--- config.mk ---
export PLATFORM = sky130hd
export DESIGN_NAME = ase_cell
export DESIGN_NICKNAME = d
export VERILOG_FILES = /design/src/rtl/ase_pkg.sv /design/src/rtl/ase_cell.sv
export SDC_FILE = /design/constraint.sdc
export NUM_CORES = 1
export LEC_CHECK = 0
export BUFFER_PORTS_ARGS = -buffer_cell sky130_fd_sc_hd__buf_2
export CORE_MARGIN = 4
export CORE_UTILIZATION = 46
export CTS_BUF_LIST = sky130_fd_sc_hd__clkbuf_4
export CTS_CLUSTER_DIAMETER = 60
export DETAILED_ROUTE_END_ITERATION = 10
export PLACE_DENSITY = 0.78
export SYNTH_ARGS = -nofsm -noshare
export SYNTH_HDL_FRONTEND = slang
export SYNTH_SLANG_ARGS = --single-unit
export TNS_END_PERCENT = 100
--- constraint.sdc ---
create_clock -name clk -period 2.4 [get_ports clk]
set_clock_uncertainty 0.2 [all_clocks]
set_input_delay 0.48 -clock clk [delete_from_list [all_inputs] [get_ports clk]]
set_output_delay 0.48 -clock clk [all_outputs]
set_load 0.03 [all_outputs]
--- src/rtl/ase_pkg.sv ---
// Package for the array stack engine: operation and error codes, field widths, cell control.
package ase_pkg;

  localparam int OpW   = 2;
  localparam int WordW = 32;
  localparam int IdxW  = 7;
  localparam int CapW  = 7;
  localparam int ErrW  = 2;

  localparam logic [OpW-1:0] OP_PUSH = 2'd0;
  localparam logic [OpW-1:0] OP_POP  = 2'd1;
  localparam logic [OpW-1:0] OP_PEEK = 2'd2;

  localparam logic [ErrW-1:0] ERR_OK        = 2'd0;
  localparam logic [ErrW-1:0] ERR_OVERFLOW  = 2'd1;
  localparam logic [ErrW-1:0] ERR_UNDERFLOW = 2'd2;
  localparam logic [ErrW-1:0] ERR_INDEX     = 2'd3;

  localparam logic [CapW-1:0] CAP_RESET = 7'd64;

  // packed payload widths, padded to whole bytes
  localparam int InBits   = OpW + WordW + IdxW;
  localparam int InDataW  = ((InBits + 7) / 8) * 8;
  localparam int OutBits  = WordW + ErrW + WordW + 2;
  localparam int OutDataW = ((OutBits + 7) / 8) * 8;

  // control broadcast to every stack cell
  typedef struct packed {
    logic push;   // shift entries one place down, push word into the top cell
    logic pop;    // shift entries one place up
    logic load;   // copy entries into the peek shadow row
    logic walk;   // shift the shadow row one place up
  } ase_ctl_t;

endpackage

--- src/rtl/ase_cell.sv ---
// One stack cell: an entry register and a shadow register for peek walks.
module ase_cell #(
  parameter int DATA_WIDTH = 32
) (
  input  logic                  clk,
  input  ase_pkg::ase_ctl_t     ctl,
  input  logic [DATA_WIDTH-1:0] ent_above,
  input  logic [DATA_WIDTH-1:0] ent_below,
  input  logic [DATA_WIDTH-1:0] shd_below,
  output logic [DATA_WIDTH-1:0] ent_q,
  output logic [DATA_WIDTH-1:0] shd_q
);
  import ase_pkg::*;

  logic [DATA_WIDTH-1:0] ent_r;
  logic [DATA_WIDTH-1:0] shd_r;

  always_ff @(posedge clk) begin
    if (ctl.push) begin
      ent_r <= ent_above;
    end else if (ctl.pop) begin
      ent_r <= ent_below;
    end
  end

  always_ff @(posedge clk) begin
    if (ctl.load) begin
      shd_r <= ent_r;
    end else if (ctl.walk) begin
      shd_r <= shd_below;
    end
  end

  assign ent_q = ent_r;
  assign shd_q = shd_r;

endmodule

==> reports/results.txt <==
Run status: finished clean
Crit start category: flop
Leakage power: 1.91 nW
Fin Setup TNS: 0 ns
Post_cts resized: 0
Crit path max-delay family: flip-flops
Mean Syn Cell Area: 21.9 µm²
Uppermost layer routed: met4
RSZ-0062 raised after global routing: false
H-Tree Depth: 3
Post-Syn Area: 3020 µm²
GP Congestion: 0.729
Crit path depth: 1
Crit Path Category: reg2out
Slew headroom: 63.2%
Setup Viol. Count Final: 0
Worst Path Max Fanout: 2
ANT nets after route: 0
Pwr dens: 708 nW/µm²
Top area cells in the synthesized netlist: edfxtp_1, mux2_4, buf_12, mux2_2, buf_6
Cells after Synth: 138
Drt initial violations: 49
Initial core utilization: 47.5%
Number of buffers added for setup after CTS: 0
Total wire length: 6390 µm
Flops & latches, synth: 64
All-Layer GR Usage: 16.0%
Share of cells above drive strength 1: 79.2%
Crit-path cells: buf_2
Max Transition Viols Final: 0
Die footprint: 7910 µm²
TritonCTS Sinks: 64
IO Pins: 165
Critical Path Slowest Stage Cell: edfxtp_1
FILL cells: 497
IO Port Bufs: 164
Antenna diode count: 0
Max cap viols: 0
Root Driver: clkbuf_4
Die width: 89.0 µm
Setup crit end kind: output port
Largest net degree at the start of global routing: 22
Synth top area share: 63.7%
Die height: 89.0 µm
Worst skew pair latency: 0.40 ns
TritonCTS buffer count: 9
Total number of yosys warnings: 0
Total congestion overflow: 0
Least-Margin Pin Slew: 0.552 ns
Row count: 29
Yosys cell types: 6
Vias/cell: 4.73
Area Growth Syn to Fin: 32.4%
Slowest cell delay on critical path: 0.43 ns
R2R depth: 1
Worst-case clock buffer depth: 2
Worst endpoint required time: 1.72 ns
VDD IR max: 390 µV
Crit path time final: 1.72 ns
Final Cycle Share: 71.5%
Fmax: 0.583 GHz
Drt wl/cell: 16.2 µm
Vias in the first global route: 1845
Post-synth top area cell: edfxtp_1
Final HPWL from detailed placement: 5110 µm
First drt pass iteration count: 4
Hold Path Class: in2reg
Register area share after synthesis: 63.7%
DRC: 0
DRT met1 WL: 2290 µm
Multi-input logic area: 951 µm²
CP Buf/Inv Count: 1
Met3 WL: 757 µm
Layout Nets: 413
Hold Vio Cnt, Final: 0
Antenna violations before repair: 0
Vias: 1862
Register area: 1920 µm²
Synthesized net count: 239
Worst Hold Depth: 2
First-pass GRT wire length: 9160 µm
Cts hold-fix bufs: 0
DP Worst Slack: 0.580 ns
Critical path arrival: 1.04 ns
CTS tree: yes
Clock transition at path regs: 0.12 ns
PnR worst setup slack: 0.684 ns
CORE AREA: 6350 µm²
Metal2 WL: 3210 µm
[metrics by stage]
stage               instance area [µm²]  hold WS (ns)  power, mW  instances  utilization [%]
floorplan                          3020         0.497       1.93        138                -
global placement                   3850         0.352       2.13        378             60.7
detailed placement                 3850         0.357       2.14        378             60.7
CTS                                3990         0.140       2.86        394             62.9
global route                       3990         0.131       2.96        394             62.9
finish                             3990         0.167       2.83        394             62.9
[layout make-up]
cell class | instances | area share (%)
sequential | 64 | 48.1
multi-input combinational | 66 | 23.8
timing repair buffer | 171 | 22.2
tap | 77 | 2.41
clock inverter | 7 | 1.79
clock buffer | 9 | 1.69
[state kept, by name (all words and copies together) (netlist names)]
name	cells
ent_q	32
shd_q	32
[power by group]
group	switching, mW	internal [mW]	leakage [nW]
Clock	0.408	0.317	0.0683
Sequential	0.0457	1.38	0.652
Combinational	0.393	0.286	1.19
Total	0.846	1.98	1.91
[placed cells by master (no fill, tap or decap)]
cell | synthesis | layout
bufinv_16 | 0 | 1
edfxtp_1 | 64 | 64
mux2_2 | 6 | 6
mux2_4 | 58 | 58
buf_2 | 0 | 164
clkinv_2 | 0 | 2
clkbuf_4 | 0 | 9
inv_6 | 0 | 1
or2_1 | 2 | 2
buf_12 | 6 | 1
buf_4 | 0 | 6
clkinvlp_4 | 0 | 3
[cell families (layout without fill, tap and decap cells)]
group | count (synthesis) | after routing | share of synthesized area [%]
mux | 64 | 64 | 31.1
buf+inv | 8 | 187 | 4.73
simple gates | 2 | 2 | 0.415
flops | 64 | 64 | 63.7
[cell usage after synthesis, drive strengths merged]
| library cell | n |
|---|---|
| mux2 | 64 |
| edfxtp | 64 |
| or2 | 2 |
| buf | 8 |
[path summary, 6_finish.rpt]
check	from	endpoint	slack (ns)
max	ent_q[9]	ent_q[9]	0.68
max reg2reg	ent_q[13]	shd_q[13]	1.26
min	ent_below[3]	ent_q[3]	0.17
min reg2reg	ent_q[30]	shd_q[30]	0.38
[metal layers]
metal  up-vias  global-route usage [%]
met1       864                    17.3
met3        14                    7.56
met2        98                    26.7
met5         -                       0
met4         0                    7.17
li1        886                       -
Power figures use the tool's default switching activity.
